==> config.mk <==
export PLATFORM = sky130hd
export DESIGN_NAME = packet_address_port_filter
export DESIGN_NICKNAME = d
export VERILOG_FILES = /design/src/rtl/papf_pkg.sv /design/src/rtl/packet_address_port_filter.sv /design/src/rtl/papf_classify.sv /design/src/rtl/papf_match.sv
export SDC_FILE = /design/constraint.sdc
export NUM_CORES = 1
export LEC_CHECK = 0
export ABC_AREA = 1
export BUFFER_PORTS_ARGS = -buffer_cell sky130_fd_sc_hd__buf_2
export CAP_MARGIN = 20
export CORE_MARGIN = 4
export CORE_UTILIZATION = 40
export CTS_CLUSTER_DIAMETER = 120
export CTS_CLUSTER_SIZE = 10
export DETAILED_ROUTE_END_ITERATION = 8
export PLACE_DENSITY = 0.56
export SETUP_SLACK_MARGIN = 0.5
export SLEW_MARGIN = 20
export SYNTH_ARGS = -nofsm -noshare
export SYNTH_HDL_FRONTEND = slang
export SYNTH_SLANG_ARGS = --single-unit
==> constraint.sdc <==
create_clock -name clk_i -period 2.94 [get_ports clk_i]
set_clock_uncertainty 0.15 [all_clocks]
set_input_delay 0 -clock clk_i [delete_from_list [all_inputs] [get_ports clk_i]]
set_output_delay 0 -clock clk_i [all_outputs]
set_load 0.02 [all_outputs]
==> src/rtl/papf_pkg.sv <==
package papf_pkg;

  // configuration register widths
  localparam int unsigned ProtoW    = 9;
  localparam int unsigned CountW    = 3;
  localparam int unsigned CfgIdxW   = 3;
  localparam int unsigned CfgDataW  = 64;
  localparam int unsigned RangeW    = 32;
  localparam int unsigned PortW     = 16;
  localparam int unsigned MaxRanges = 4;

  // protocol_match value that accepts every protocol
  localparam logic [ProtoW-1:0] ProtoAny = 9'd256;

  // address octet codes
  localparam logic [7:0] V4Private10  = 8'd10;
  localparam logic [7:0] V4Private172 = 8'd172;
  localparam logic [7:0] V4Private192 = 8'd192;
  localparam logic [7:0] V4Private168 = 8'd168;
  localparam logic [7:0] V4Loopback   = 8'd127;
  localparam logic [7:0] V4LinkA      = 8'd169;
  localparam logic [7:0] V4LinkB      = 8'd254;
  localparam logic [7:0] V4Multicast  = 8'd224;
  localparam logic [7:0] V6UlaMask    = 8'hFE;
  localparam logic [7:0] V6Ula        = 8'hFC;
  localparam logic [7:0] V6Multicast  = 8'hFF;
  localparam logic [7:0] V6LinkLocal  = 8'hFE;
  localparam logic [7:0] V6LinkMask   = 8'hC0;
  localparam logic [7:0] V6LinkBits   = 8'h80;

  typedef enum logic [CfgIdxW-1:0] {
    CfgIncomingOnly  = 3'd0,
    CfgProtocolMatch = 3'd1,
    CfgHideNoise     = 3'd2,
    CfgPublicOnly    = 3'd3,
    CfgInvertRanges  = 3'd4,
    CfgRangeCount    = 3'd5,
    CfgRangesFirst   = 3'd6,
    CfgRangesSecond  = 3'd7
  } cfg_idx_e;

  // scalar filter settings
  typedef struct packed {
    logic              inbound_only;
    logic [ProtoW-1:0] protocol_match;
    logic              drop_noise;
    logic              require_public;
    logic              invert_ranges;
    logic [CountW-1:0] range_count;
  } cfg_t;

  // address class
  typedef struct packed {
    logic noise;
    logic public_addr;
  } addr_class_t;

endpackage

==> src/rtl/packet_address_port_filter.sv <==
// packet address and port filter
//
// input channel: a packet event is transferred at a rising edge with start high
// and busy low. busy is always low, so one packet can enter every cycle.
// result channel: done_o is high for exactly one cycle with allowed_o,
// is_noise_o and is_public_o; the result is transferred at the edge ending
// that cycle. the receiver cannot stall, results are never held.
// order: a packet passes the input register, then the result register,
// which drives done_o and the result outputs.
// throughput: 1 packet per cycle, set by the single register-to-register pass
// of classify and filter logic.
// configuration: cfg_we_i writes cfg_wdata_i into register cfg_index_i at the
// clock edge; the user writes only with no packet in flight; not enforced here.
// reset: rst_ni low clears both pipeline valid flags and returns the settings
// to defaults (protocol_match accepts any protocol, filters off, no ranges).
// RANGES sets how many port range compare lanes and range registers exist.
module packet_address_port_filter #(
  parameter int unsigned RANGES = papf_pkg::MaxRanges
) (
  input  logic                           clk_i,
  input  logic                           rst_ni,
  // packet input
  input  logic                           start,
  output logic                           busy,
  input  logic                           direction_i,
  input  logic [7:0]                     packet_protocol_i,
  input  logic                           address_valid_i,
  input  logic                           is_ipv6_i,
  input  logic [63:0]                    address_high_i,
  input  logic [63:0]                    address_low_i,
  input  logic [papf_pkg::PortW-1:0]     remote_port_number_i,
  // result output
  output logic                           done_o,
  output logic                           allowed_o,
  output logic                           is_noise_o,
  output logic                           is_public_o,
  // configuration write port
  input  logic                           cfg_we_i,
  input  logic [papf_pkg::CfgIdxW-1:0]   cfg_index_i,
  input  logic [papf_pkg::CfgDataW-1:0]  cfg_wdata_i
);

  // settings
  papf_pkg::cfg_t                      cfg_q;
  logic [RANGES*papf_pkg::RangeW-1:0]  ranges_q;

  // input register
  logic                                in_vld_q;
  logic                                dir_q;
  logic [7:0]                          proto_q;
  logic                                addr_vld_q;
  logic                                v6_q;
  logic [63:0]                         hi_q;
  logic [63:0]                         lo_q;
  logic [papf_pkg::PortW-1:0]          port_q;

  // result register
  logic                                done_q;
  logic                                allowed_q, noise_q, public_q;

  papf_pkg::addr_class_t               addr_class;
  logic                                allowed_d;

  // no iteration, so the block never refuses a packet
  assign busy = 1'b0;

  // scalar settings
  always_ff @(posedge clk_i or negedge rst_ni) begin
    if (!rst_ni) begin
      cfg_q.inbound_only   <= 1'b0;
      cfg_q.protocol_match <= papf_pkg::ProtoAny;
      cfg_q.drop_noise     <= 1'b0;
      cfg_q.require_public <= 1'b0;
      cfg_q.invert_ranges  <= 1'b0;
      cfg_q.range_count    <= '0;
    end else if (cfg_we_i) begin
      case (papf_pkg::cfg_idx_e'(cfg_index_i))
        papf_pkg::CfgIncomingOnly:  cfg_q.inbound_only   <= cfg_wdata_i[0];
        papf_pkg::CfgProtocolMatch: cfg_q.protocol_match <= cfg_wdata_i[papf_pkg::ProtoW-1:0];
        papf_pkg::CfgHideNoise:     cfg_q.drop_noise     <= cfg_wdata_i[0];
        papf_pkg::CfgPublicOnly:    cfg_q.require_public <= cfg_wdata_i[0];
        papf_pkg::CfgInvertRanges:  cfg_q.invert_ranges  <= cfg_wdata_i[0];
        papf_pkg::CfgRangeCount:    cfg_q.range_count    <= cfg_wdata_i[papf_pkg::CountW-1:0];
        default: begin
          // range pairs are handled below
        end
      endcase
    end
  end

  // range words: even ranges sit in the low half of a pair, odd in the high half
  for (genvar i = 0; i < RANGES; i++) begin : g_range
    localparam int unsigned Half = i % 2;
    localparam papf_pkg::cfg_idx_e PairIdx =
      (i < 2) ? papf_pkg::CfgRangesFirst : papf_pkg::CfgRangesSecond;

    always_ff @(posedge clk_i or negedge rst_ni) begin
      if (!rst_ni) begin
        ranges_q[i*papf_pkg::RangeW +: papf_pkg::RangeW] <= '0;
      end else if (cfg_we_i && cfg_index_i == PairIdx) begin
        ranges_q[i*papf_pkg::RangeW +: papf_pkg::RangeW] <=
          cfg_wdata_i[Half*papf_pkg::RangeW +: papf_pkg::RangeW];
      end
    end
  end

  // input stage valid
  always_ff @(posedge clk_i or negedge rst_ni) begin
    if (!rst_ni) begin
      in_vld_q <= 1'b0;
    end else begin
      in_vld_q <= start && !busy;
    end
  end

  // input stage payload, captured on each transfer
  always_ff @(posedge clk_i) begin
    if (start && !busy) begin
      dir_q      <= direction_i;
      proto_q    <= packet_protocol_i;
      addr_vld_q <= address_valid_i;
      v6_q       <= is_ipv6_i;
      hi_q       <= address_high_i;
      lo_q       <= address_low_i;
      port_q     <= remote_port_number_i;
    end
  end

  // address classification
  papf_classify u_classify (
    .address_valid_i (addr_vld_q),
    .is_ipv6_i       (v6_q),
    .address_high_i  (hi_q),
    .address_low_i   (lo_q),
    .class_o         (addr_class)
  );

  // direction, protocol, address class and port range filters
  papf_match #(
    .RANGES (RANGES)
  ) u_match (
    .cfg_i             (cfg_q),
    .ranges_i          (ranges_q),
    .direction_i       (dir_q),
    .packet_protocol_i (proto_q),
    .port_i            (port_q),
    .class_i           (addr_class),
    .allowed_o         (allowed_d)
  );

  // result strobe
  always_ff @(posedge clk_i or negedge rst_ni) begin
    if (!rst_ni) begin
      done_q <= 1'b0;
    end else begin
      done_q <= in_vld_q;
    end
  end

  // result payload
  always_ff @(posedge clk_i) begin
    if (in_vld_q) begin
      allowed_q <= allowed_d;
      noise_q   <= addr_class.noise;
      public_q  <= addr_class.public_addr;
    end
  end

  assign done_o      = done_q;
  assign allowed_o   = allowed_q;
  assign is_noise_o  = noise_q;
  assign is_public_o = public_q;

  // every accepted packet reaches the input stage on the next edge
  a_in_stage: assert property (@(posedge clk_i) disable iff (!rst_ni)
    (start && !busy) |=> in_vld_q)
    else $error("accepted packet missing from input stage");

  // every input stage packet produces a result strobe
  a_result: assert property (@(posedge clk_i) disable iff (!rst_ni)
    in_vld_q |=> done_o)
    else $error("input stage packet produced no result");

  a_no_spurious: assert property (@(posedge clk_i) disable iff (!rst_ni)
    done_o |-> $past(in_vld_q))
    else $error("result strobe without a packet");

  // a public address is never noise
  a_class: assert property (@(posedge clk_i) disable iff (!rst_ni)
    done_o |-> !(is_noise_o && is_public_o))
    else $error("address flagged both noise and public");

  // noise hiding must block the packet
  a_hide: assert property (@(posedge clk_i) disable iff (!rst_ni)
    (done_o && cfg_q.drop_noise && is_noise_o) |-> !allowed_o)
    else $error("noise packet passed with noise hiding on");

endmodule

==> src/rtl/papf_classify.sv <==
module papf_classify (
  input  logic                 address_valid_i,
  input  logic                 is_ipv6_i,
  input  logic [63:0]          address_high_i,
  input  logic [63:0]          address_low_i,
  output papf_pkg::addr_class_t class_o
);

  logic [31:0] v4;
  logic [7:0]  a4, b4, b0;
  logic        v4_priv, v4_noise, v6_priv, v6_noise;

  assign v4 = address_low_i[31:0];
  assign a4 = v4[31:24];
  assign b4 = v4[23:16];
  assign b0 = address_high_i[63:56];

  assign v4_priv = (a4 == papf_pkg::V4Private10)
                || (a4 == papf_pkg::V4Private172 && b4[7:4] == 4'd1)
                || (a4 == papf_pkg::V4Private192 && b4 == papf_pkg::V4Private168);

  assign v4_noise = (v4 == 32'd0) || (&v4)
                 || (a4 == papf_pkg::V4Loopback)
                 || (a4 == papf_pkg::V4LinkA && b4 == papf_pkg::V4LinkB)
                 || (a4 >= papf_pkg::V4Multicast);

  assign v6_priv = (b0 & papf_pkg::V6UlaMask) == papf_pkg::V6Ula;

  // unspecified and loopback, multicast, fe80::/10
  assign v6_noise = (address_high_i == 64'd0 && address_low_i[63:1] == 63'd0)
                 || (b0 == papf_pkg::V6Multicast)
                 || (b0 == papf_pkg::V6LinkLocal
                     && (address_high_i[55:48] & papf_pkg::V6LinkMask)
                        == papf_pkg::V6LinkBits);

  always_comb begin
    if (!address_valid_i) begin
      class_o.noise       = 1'b1;
      class_o.public_addr = 1'b0;
    end else if (is_ipv6_i) begin
      class_o.noise       = v6_noise;
      class_o.public_addr = !v6_priv && !v6_noise;
    end else begin
      class_o.noise       = v4_noise;
      class_o.public_addr = !v4_priv && !v4_noise;
    end
  end

endmodule

==> src/rtl/papf_match.sv <==
module papf_match #(
  parameter int unsigned RANGES = papf_pkg::MaxRanges
) (
  input  papf_pkg::cfg_t                       cfg_i,
  input  logic [RANGES*papf_pkg::RangeW-1:0]   ranges_i,
  input  logic                                 direction_i,
  input  logic [7:0]                           packet_protocol_i,
  input  logic [papf_pkg::PortW-1:0]           port_i,
  input  papf_pkg::addr_class_t                class_i,
  output logic                                 allowed_o
);

  localparam logic [papf_pkg::CountW-1:0] RangesC = papf_pkg::CountW'(RANGES);

  logic [papf_pkg::CountW-1:0] count_eff;
  logic [RANGES-1:0]           lane_hit;
  logic                        matched;
  logic                        proto_ok, port_ok;

  assign count_eff = (cfg_i.range_count > RangesC) ? RangesC : cfg_i.range_count;

  // one compare lane per range
  for (genvar i = 0; i < RANGES; i++) begin : g_lane
    logic [papf_pkg::PortW-1:0] r_start, r_end;
    assign r_start = ranges_i[i*papf_pkg::RangeW + papf_pkg::PortW +: papf_pkg::PortW];
    assign r_end   = ranges_i[i*papf_pkg::RangeW +: papf_pkg::PortW];
    assign lane_hit[i] = (papf_pkg::CountW'(i) < count_eff)
                      && (port_i >= r_start) && (port_i <= r_end);
  end

  assign matched  = |lane_hit;
  assign port_ok  = (cfg_i.range_count == '0) || (cfg_i.invert_ranges ? !matched : matched);
  assign proto_ok = (cfg_i.protocol_match == papf_pkg::ProtoAny)
                 || (cfg_i.protocol_match == {1'b0, packet_protocol_i});

  assign allowed_o = !(cfg_i.inbound_only && direction_i)
                  && proto_ok
                  && !(cfg_i.drop_noise && class_i.noise)
                  && !(cfg_i.require_public && !class_i.public_addr)
                  && port_ok;

endmodule

==> impl_metrics.ini, run 1 <==
[run_status]
status = finished clean

[synth]
number_of_warning_messages_in_the_yosys_log = 0
synth_area_leader_cell = sky130_fd_sc_hd__edfxtp_1
ys_seq_elements = 304
async_set_or_reset_flop_fraction_in_the_synthesized_netlist = 0.480
synthesis.area_um2 = 14400
post_synth.cell_area_avg_um2 = 9.76
synth_cell_type_count = 32
synth-main-ff-cell = sky130_fd_sc_hd__edfxtp_1
synth.top_cell.area_share = 0.329
synth-seq-area-share = 0.582
synthCells = 1478
largest_cells_by_area_after_synthesis = sky130_fd_sc_hd__edfxtp_1 33%, sky130_fd_sc_hd__dfrtp_1 25%, sky130_fd_sc_hd__ha_1 11%, sky130_fd_sc_hd__nand2_1 8.3%, sky130_fd_sc_hd__nor2_1 5.8%
synth.net_count = 1832
synth-edff-count = 158
yosys-top-cells-count = 318 x sky130_fd_sc_hd__nand2_1, 221 x sky130_fd_sc_hd__nor2_1, 188 x sky130_fd_sc_hd__inv_1
synthMostInstantiatedCell = sky130_fd_sc_hd__nand2_1

[drt]
route.vias.total = 12300
drc = 0
final_antenna_net_count = 0
post_dr_wirelength_cell_um = 15.5
firstDrtPassIters = 5
totalWireLength_mm = 40.7
via_per_inst = 4.69
dr.first_iter.drc_count = 516

[cts]
cts_made_buffers = 36
ctsHtreeMaxLevel = 2
clk_pin_slew_ns = 0.05
clock_insertion_delay_worst_skew_ns = 0.55
cts.sink_count = 304
maximum_buffer_depth_of_the_clock_tree = 3
root_buffer = sky130_fd_sc_hd__clkbuf_16
tritoncts = yes

[setup_path]
timing.critical_path.to_type = register
arrival_ns = 2.54
critical_path_required_ns = 3.10
cpPeakStageDelay_ns = 0.41
crit_path_max_fanout = 6
cp.buffers_inverters = 2
cell_type_with_the_highest_occurrence_count_on_the_critical_path = sky130_fd_sc_hd__nand3_1
path_class = reg -> reg
cell_breakdown_of_the_critical_path = buf_6 -> ha_4 -> nand2_2 -> nor2_4 -> nand4_1 -> nor3b_2 -> a21oi_2 -> nor2_1 -> nor2_2 -> nand3_1 -> nand3_1 -> nand2_1 -> inv_1
cpLargestDelayFamily = simple AND/OR/NAND/NOR gates
slowest_library_cell_on_the_worst_path = sky130_fd_sc_hd__edfxtp_1
crit_path_start_kind = register

[timing]
hold_viol_final = 0
finalCritPeriodShare = 0.810
timing.max_slew.rel_slack = 0.548
timing.hold.ws_ns = 0.0281
max_freq_mhz = 420
setup_viol_count_final = 0
unrepaired_setup_endpoints_after_global_routing = true
finalWorstPathRequiredPeriod_ns = 2.38
max_slew_violation_count = 0
setup-tns-final_ns = 0
tightest_slew_ns = 0.678

[place]
dp.cells = 2153
gp_routability_congestion = 0.831
placed_area_um2 = 16200
port_buffers = 229
dpl.hpwl_mm = 25.4

[global_routing]
grt_antenna_before_repair = 6
grt_remaining_overflow = 0
grt.total_usage = 0.211
maximum_number_of_pins_on_one_net_before_global_route_repair = 77
first_global_vias = 12800
grt_pass1_wl_mm = 65.9

[die]
placement_rows = 69
start_util = 0.406
floorplan.die_area_um2 = 39200
die-height_um = 198
core_um2 = 35600
floorplan.io_pins = 231
horizontal_extent_of_the_die_um = 198

[final_layout]
nNetsFinal = 2492
final_design_area_no_fill_um2 = 21500
final_core_util = 0.604
area_growth_syn_to_layout_pct = 48.9
stdcell_count = 2625
share_of_post_route_cells_with_drive_strength_above_1 = 0.164

[hold_path]
min_path_type = in -> reg

[power_and_ir_drop]
leakagePower_nw = 9.85
vdd.ir_drop.worst_mv = 0.491
power_density_nw_per_um2 = 561

[run]
maxCapViolations = 0
==> power breakdown <==
group	internal, mW	leakage, nW	total (mW)	switching [mW]
registers	5.09	3.25	5.34	0.253
logic	1.24	6.10	2.59	1.35
clock network	2.35	0.503	4.13	1.78
total	8.68	9.85	12.1	3.38
==> timing repair <==
action	4_1_cts	5_1_grt
hold buffers	380	0
endpoints found under the hold margin	518	0
setup buffers	19	9
resized for setup	1	40
pin swaps	0	17
setup endpoints to repair	1	4
==> logic make-up (layout without fill, tap and decap cells) <==
| kind of cell | after synthesis | after routing | synth area share |
|---|---|---|---|
| AND/OR/NAND/NOR | 587 | 587 | 0.160 |
| flip-flops | 304 | 304 | 0.582 |
| AO/OA/AOI/OAI | 232 | 232 | 0.0828 |
| buffers and inverters | 218 | 900 | 0.0583 |
| adder cells (fa/ha/maj) | 128 | 128 | 0.111 |
| XOR/XNOR | 6 | 6 | 0.00364 |
| multiplexers | 2 | 2 | 0.00156 |
| other | 1 | 5 | 0.000260 |
==> cell type report <==
| cell class | instances | area, µm² |
|---|---|---|
| Clock inverter | 3 | 48.8 |
| Sequential cell | 304 | 8400 |
| Fill cell | 2893 | 14100 |
| Timing Repair Buffer | 650 | 5350 |
| Antenna cell | 4 | 10.0 |
| Multi-Input combinational cell | 956 | 5380 |
| Tap cell | 461 | 577 |
| Inverter | 190 | 717 |
| Clock buffer | 57 | 1000 |
==> through the flow <==
| stage | power, mW | setup slack [ns] |
|---|---|---|
| 2_1_floorplan | 6.68 | 0.840 |
| 3_3_place_gp | 7.36 | 0.353 |
| 3_5_place_dp | 7.42 | 0.339 |
| 4_1_cts | 12.0 | 0.505 |
| 5_1_grt | 12.8 | 0.411 |
| 6_report | 12.1 | 0.559 |
==> final timing paths <==
kind	startpoint	end	slack (ns)	cells after the start
max in group asynchronous	rst_ni	ranges_q[79]	1.29	4
max reg2reg	port_q[7]	allowed_o	0.56	13
max	port_q[7]	allowed_o	0.56	13
min reg2reg	ranges_q[7]	ranges_q[7]	0.33	2
min in group asynchronous	rst_ni	ranges_q[97]	0.41	3
min	remote_port_number_i[4]	port_q[4]	0.03	2
==> cells in the final DEF (no fill, tap or decap), types with 5 or more instances in the layout <==
cell type	instances
sky130_fd_sc_hd__edfxtp_1	158
sky130_fd_sc_hd__dlygate4sd3_1	380
sky130_fd_sc_hd__clkbuf_16	37
sky130_fd_sc_hd__ha_1	118
sky130_fd_sc_hd__dfrtp_1	145
sky130_fd_sc_hd__inv_1	185
sky130_fd_sc_hd__a21oi_1	116
sky130_fd_sc_hd__ha_4	9
sky130_fd_sc_hd__buf_4	29
sky130_fd_sc_hd__buf_6	10
sky130_fd_sc_hd__nor2_1	215
sky130_fd_sc_hd__buf_2	227
sky130_fd_sc_hd__nor2_2	7
sky130_fd_sc_hd__nand2_1	312
sky130_fd_sc_hd__nand2_2	5
sky130_fd_sc_hd__clkbuf_1	20
sky130_fd_sc_hd__o21ai_0	90
sky130_fd_sc_hd__o21ai_1	10
sky130_fd_sc_hd__nand4_1	16
sky130_fd_sc_hd__nand3_1	12
sky130_fd_sc_hd__xnor2_1	6
==> worst reg2reg max path: cells and delay by family, from the launching register on <==
kind	cells	cell delay [ns]
and+or+nand+nor	9	1.05
DFF	1	0.41
buffers and inverters	2	0.20
AOI/OAI and AO/OA	1	0.06
adders and majority gates	1	0.28
==> sequential cells by signal (all words and copies together), names as in the netlist <==
register and cells:
is_public_o 1, ranges_q 128, proto_q 8, done_o 1, dir_q 1, is_noise_o 1
addr_vld_q 1, hi_q 64, in_vld_q 1, lo_q 64, port_q 16, allowed_o 1
v6_q 1, cfg_q 16
==> per-layer routing <==
metal	vias up	GRT usage	wire, µm	part of all wire
met2	312	0.358	19800	0.49
met4	4	0.0803	1380	0.034
met3	95	0.0352	1900	0.047
li1	6192	-	-	-
met5	-	0	20	0.00049
met1	5702	0.271	17500	0.43
(Power assumes the default switching activity.)
==> run 2, diff against run 1 <==
- PLACE_DENSITY: 0.56 -> 0.58
- clock period: 2.94 -> 2 ns (I/O delays scaled with it)
==> run 2 against run 1 <==
Against the previous run:
- the run now ends with hold timing, setup timing left
- count of clock-buffer cells in the layout up 1
- via count up 4.2%
- clock power up 48%
- first-iteration DRC count up 13%
- cell count up 3.7%
- sequential cell count unchanged
- fmax up 0.94%
- core utilization up 3.9 points
- power up 53%
- critical path depth up 2
- worst hold slack worse by 0.088 ns
- final area up 6.5%
==> impl_metrics.ini, run 2 (synthesis results as in run 1) <==
[setup_path]
cell_type_with_the_highest_occurrence_count_on_the_critical_path = sky130_fd_sc_hd__nand2_1
cell_breakdown_of_the_critical_path = buf_6 -> ha_1 -> nand2_1 -> inv_2 -> nand3_2 -> nor3_2 -> nand2_2 -> a21oi_2 -> nor2_2 -> nor2_2 -> nand2_1 -> nand2_1 -> nand3_2 -> nand2_1 -> inv_1
path_class = reg -> reg
slowest_library_cell_on_the_worst_path = sky130_fd_sc_hd__edfxtp_1
cpLargestDelayFamily = simple AND/OR/NAND/NOR gates
crit_path_start_kind = register
arrival_ns = 2.52
crit_path_max_fanout = 4
critical_path_required_ns = 2.16
cp.buffers_inverters = 3
cpPeakStageDelay_ns = 0.37
timing.critical_path.to_type = register
rrSetupSlack_ns = -0.36

[power_and_ir_drop]
clkPwrFrac = 0.331
p_switching_mw = 5.27
power.internal_mw = 13.2
p_sw_frac = 0.285
comb_power_share = 0.247
power_density_nw_per_um2 = 808
seq_power_share = 0.422
post-layout-total-power_mw = 18.5
vdd.ir_drop.worst_mv = 0.826
leakagePower_nw = 10.3

[global_routing]
first_global_vias = 13600
grt_antenna_before_repair = 11
grt_pass1_wl_mm = 68.8
grt.total_usage = 0.220
maximum_number_of_pins_on_one_net_before_global_route_repair = 53
grt_remaining_overflow = 0

[die]
horizontal_extent_of_the_die_um = 198
die-height_um = 198
core_um2 = 35600
start_util = 0.406
placement_rows = 69
floorplan.die_area_um2 = 39200
floorplan.io_pins = 231

[timing]
timing.max_slew.rel_slack = 0.650
post-route-worst-setup-slack_ns = -0.359
setup_viol_count_final = 1
timing.hold.ws_ns = -0.0596
max_freq_mhz = 424
finalWorstPathRequiredPeriod_ns = 2.36
finalCritPeriodShare = 1.18
tightest_slew_ns = 0.525
hold_viol_final = 7
unrepaired_setup_endpoints_after_global_routing = true
max_slew_violation_count = 0

[cts]
ctsHtreeMaxLevel = 2
root_buffer = sky130_fd_sc_hd__clkbuf_16
cts.sink_count = 304
tritoncts = yes
clk_pin_slew_ns = 0.06
clock_insertion_delay_worst_skew_ns = 0.56
maximum_buffer_depth_of_the_clock_tree = 3
cts_made_buffers = 36

[drt]
firstDrtPassIters = 5
dr.first_iter.drc_count = 583
totalWireLength_mm = 43.3
drc = 0
post_dr_wirelength_cell_um = 15.9
final_antenna_net_count = 0
route.vias.total = 12800
via_per_inst = 4.71

[final_layout]
final_design_area_no_fill_um2 = 22900
layout.cells.most_common_list = 378 x sky130_fd_sc_hd__dlygate4sd3_1, 299 x sky130_fd_sc_hd__nand2_1, 227 x sky130_fd_sc_hd__buf_2, 201 x sky130_fd_sc_hd__nor2_1, 182 x sky130_fd_sc_hd__inv_1
final_common_cell = sky130_fd_sc_hd__dlygate4sd3_1
area_growth_syn_to_layout_pct = 58.6
nNetsFinal = 2584
largestRegisters = ranges_q (128), hi_q (64), lo_q (64)
share_of_post_route_cells_with_drive_strength_above_1 = 0.230
max_flop_register = ranges_q
largest_reg_flops = 128

[place]
gp_routability_congestion = 0.821
dpl.hpwl_mm = 26.1
placed_area_um2 = 17100
port_buffers = 229

[run]
maxCapViolations = 0

[run_status]
failed_checks = hold timing, setup timing
status = finished with violations

[hold_path]
min_path_type = in -> reg
run 2: cell count changes in the layout (fill, tap and decap cells not counted), sizes merged:
cell         change
inv              +1
buf             +91
clkinvlp         -1
diode            +4
dlygate4sd3      -2
clkbuf           +4
run 2: through the flow:
step	setup TNS, ns	setup WS, ns	utilization	instances
2_1_floorplan	-0.0955	-0.0955	-	1478
3_3_place_gp	-0.548	-0.548	0.480	2260
3_5_place_dp	-0.527	-0.527	0.480	2260
4_1_cts	-0.293	-0.293	0.632	2707
5_1_grt	-0.567	-0.518	0.643	2721
6_report	-0.359	-0.359	0.643	2722
run 2: final cells by class:
type	count	area, µm²
timing repair buffer	742	6210
multi-input combinational	956	5910
clock buffer	58	1000
clock inverter	3	48.8
tap	461	577
inverter	190	713
antenna	8	20.0
fill	2711	12700
sequential	304	8400
run 2: power groups by stage:
stage / combinational [mW] / clock [mW] / sequential [mW]
5_1_grt: 5.18 / 6.52 / 7.89
4_1_cts: 4.31 / 6.21 / 7.78
3_3_place_gp: 3.32 / 0 / 7.89
3_5_place_dp: 3.41 / 0 / 7.91
6_report: 4.57 / 6.12 / 7.80
2_1_floorplan: 1.94 / 0 / 7.87
run 2: timing repair:
| item | in CTS | in global routing |
|---|---|---|
| cloned | 0 | 3 |
| endpoints found under the hold margin | 601 | 9 |
| buffers inserted | 8 | 4 |
| hold buffers | 378 | 4 |
| gates resized for setup | 77 | 48 |
| setup endpoints to repair | 3 | 70 |
| pin swaps | 45 | 33 |
run 2: final timing paths:
path,startpoint,endpoint,cells past startpoint
max,port_q[10],allowed_o,15
min,cfg_index_i[2],ranges_q[76],5
max reg2reg,port_q[10],allowed_o,15
min reg2reg,ranges_q[6],ranges_q[6],2
max in group asynchronous,rst_ni,ranges_q[82],4
min in group asynchronous,rst_ni,ranges_q[33],3
run 2: routing by layer:
metal | track usage | part of all wire | wire length, µm
met1 | 0.275 | 0.42 | 18100
met2 | 0.378 | 0.49 | 21300
met3 | 0.0454 | 0.058 | 2510
met4 | 0.0808 | 0.032 | 1390
met5 | 0 | 0.0012 | 53
run 2: worst register-to-register path, cell delays in order (launching register included):
cell	delay [ns]
sky130_fd_sc_hd__edfxtp_1	0.37
sky130_fd_sc_hd__buf_6	0.16
sky130_fd_sc_hd__ha_1	0.28
sky130_fd_sc_hd__nand2_1	0.06
sky130_fd_sc_hd__inv_2	0.07
sky130_fd_sc_hd__nand3_2	0.09
sky130_fd_sc_hd__nor3_2	0.21
sky130_fd_sc_hd__nand2_2	0.08
sky130_fd_sc_hd__a21oi_2	0.15
sky130_fd_sc_hd__nor2_2	0.05
sky130_fd_sc_hd__nor2_2	0.17
sky130_fd_sc_hd__nand2_1	0.07
sky130_fd_sc_hd__nand2_1	0.07
sky130_fd_sc_hd__nand3_2	0.06
sky130_fd_sc_hd__nand2_1	0.06
sky130_fd_sc_hd__inv_1	0.03
==> run 3, diff against run 2 <==
- CTS_BUF_LIST: not set -> sky130_fd_sc_hd__clkbuf_4
==> run 3 against run 2 <==
Against the previous run:
- the flow finishes with violations (setup timing)
- sequential cell count did not move
- register-to-register slack improved by 0.04 ns
- fmax rose by 1.6%
- count of clock-buffer cells in the layout did not move
- sequential share of layout area fell by 0.24 points
- die area did not move
- combinational power rose by 2%
- global-route usage fell by 0.40 points
- routed wire length fell by 0.36%
- final area rose by 0.67%
- sequential power barely moved
- highest routed layer unchanged
==> impl_metrics.ini, run 3 (synthesis results as in run 1) <==
[run_status]
status = finished with violations
failed_checks = setup timing

[timing]
setup_viol_count_final = 1
post-route-worst-setup-slack_ns = -0.322
unrepaired_setup_endpoints_after_global_routing = true
tightest_slew_ns = 0.528
hold_viol_final = 0
max_freq_mhz = 431
finalCritPeriodShare = 1.16
max_slew_violation_count = 0
timing.max_slew.rel_slack = 0.648
finalWorstPathRequiredPeriod_ns = 2.32
setup-tns-final_ns = -0.322

[drt]
dr.first_iter.drc_count = 563
final_antenna_net_count = 0
post_dr_wirelength_cell_um = 15.4
drc = 0
via_per_inst = 4.69
totalWireLength_mm = 43.2
route.vias.total = 13100
firstDrtPassIters = 7

[global_routing]
grt_pass1_wl_mm = 68.3
grt_remaining_overflow = 0
grt_antenna_before_repair = 7
first_global_vias = 13700
grt.total_usage = 0.216
maximum_number_of_pins_on_one_net_before_global_route_repair = 53

[setup_path]
rr_worst_depth = 13
timing.critical_path.to_type = register
r2r-start = port_q[5]
timing.rr.end = allowed_o
crit_path_start_kind = register
critPathCapture = allowed_o
crit_path_max_fanout = 7
crit_cells = 13
cell_breakdown_of_the_critical_path = buf_8 -> ha_4 -> nand2_1 -> nor2_2 -> nand4_1 -> nor3b_2 -> a21oi_2 -> nor2_2 -> nor2_2 -> nand3_1 -> nand3_2 -> nand2_1 -> inv_1
cpLargestDelayFamily = simple AND/OR/NAND/NOR gates
path_class = reg -> reg
arrival_ns = 2.70
cell_type_with_the_highest_occurrence_count_on_the_critical_path = sky130_fd_sc_hd__nor2_2
rrSetupSlack_ns = -0.32
worstSetupStartpoint = port_q[5]
critical_path_required_ns = 2.38
cpPeakStageDelay_ns = 0.41
cp.buffers_inverters = 2
slowest_library_cell_on_the_worst_path = sky130_fd_sc_hd__edfxtp_1

[place]
dpl.hpwl_mm = 26.1
port_buffers = 229
dp.cells = 2260
gp_routability_congestion = 0.821

[die]
die-height_um = 198
core_um2 = 35600
floorplan.die_area_um2 = 39200
horizontal_extent_of_the_die_um = 198
floorplan.io_pins = 231
start_util = 0.406
placement_rows = 69

[final_layout]
layout.cells.most_common_list = 462 x sky130_fd_sc_hd__dlygate4sd3_1, 300 x sky130_fd_sc_hd__nand2_1, 223 x sky130_fd_sc_hd__buf_2, 202 x sky130_fd_sc_hd__nor2_1, 183 x sky130_fd_sc_hd__inv_1
largest_reg_flops = 128
max_flop_register = ranges_q
stdcell_count = 2799
largestRegisters = ranges_q (128), hi_q (64), lo_q (64)
share_of_post_route_cells_with_drive_strength_above_1 = 0.228
nNetsFinal = 2665
area_growth_syn_to_layout_pct = 59.7
final_common_cell = sky130_fd_sc_hd__dlygate4sd3_1

[cts]
cts_made_buffers = 36
cts.sink_count = 304
root_buffer = sky130_fd_sc_hd__clkbuf_4
maximum_buffer_depth_of_the_clock_tree = 3
ctsHtreeMaxLevel = 2
clock_insertion_delay_worst_skew_ns = 0.76
tritoncts = yes
clk_pin_slew_ns = 0.13

[power_and_ir_drop]
vdd.ir_drop.worst_mv = 0.660
p_sw_frac = 0.303
power_density_nw_per_um2 = 694
power.internal_mw = 11.1
comb_power_share = 0.292
clkPwrFrac = 0.221
leakagePower_nw = 10.4
p_switching_mw = 4.85
seq_power_share = 0.487

[run]
maxCapViolations = 0

[hold_path]
min_path_type = in -> reg
==> run 3: through the flow <==
step	setup WS [ns]	util	hold slack, ns	cell area, µm²	total power [mW]
3_3_place_gp	-0.548	0.480	-0.160	17100	11.2
4_1_cts	-0.300	0.629	-0.0145	22400	15.6
3_5_place_dp	-0.527	0.480	-0.160	17100	11.3
5_1_grt	-0.450	0.647	0.0399	23000	17.1
6_report	-0.322	0.647	0.0874	23000	16.0
2_1_floorplan	-0.0955	-	-0.446	14400	9.82
==> run 3: layout make-up <==
cell class	instances	area, µm²
inverter	190	713
timing repair buffer	822	6980
antenna	4	10.0
tap	461	577
fill	2751	12500
clock buffer	58	435
multi-input combinational	957	5890
clock inverter	3	23.8
sequential	304	8400
==> run 3: how the worst min path moves through the flow <==
| stage | startpoint | endpoint | slack [ns] | depth (start not counted) |
|---|---|---|---|---|
| floorplan | rst_ni | cfg_q[0] | -0.45 | 0 |
| global placement | rst_ni | ranges_q[33] | -0.16 | 1 |
| detailed placement | rst_ni | ranges_q[33] | -0.16 | 1 |
| CTS | start | hi_q[44] | -0.01 | 2 |
| global route | start | hi_q[34] | 0.04 | 2 |
| finish | start | hi_q[35] | 0.09 | 2 |
==> run 3: repair_timing <==
item | 4_1_cts | 5_1_grt
resized for setup | 41 | 89
endpoints found under the hold margin | 601 | 0
pin swaps | 26 | 43
endpoints found under the setup margin | 7 | 91
setup buffers | 5 | 6
hold buffers | 463 | 0
cloned | 0 | 1
==> run 3: power groups by stage <==
| stage | Combinational, mW | Clock (mW) | Sequential [mW] |
|---|---|---|---|
| after floorplan | 1.94 | 0 | 7.87 |
| after global placement | 3.32 | 0 | 7.89 |
| after detailed placement | 3.41 | 0 | 7.91 |
| after CTS | 4.24 | 3.64 | 7.76 |
| after global routing | 5.28 | 3.94 | 7.87 |
| final | 4.66 | 3.54 | 7.79 |
==> run 3: layer usage <==
| metal | up-vias | routed length (µm) | GRT usage |
|---|---|---|---|
| met2 | 360 | 21300 | 0.381 |
| li1 | 6535 | - | - |
| met1 | 6131 | 18300 | 0.271 |
| met5 | - | 48 | 0 |
| met4 | 8 | 1040 | 0.0620 |
| met3 | 81 | 2420 | 0.0417 |
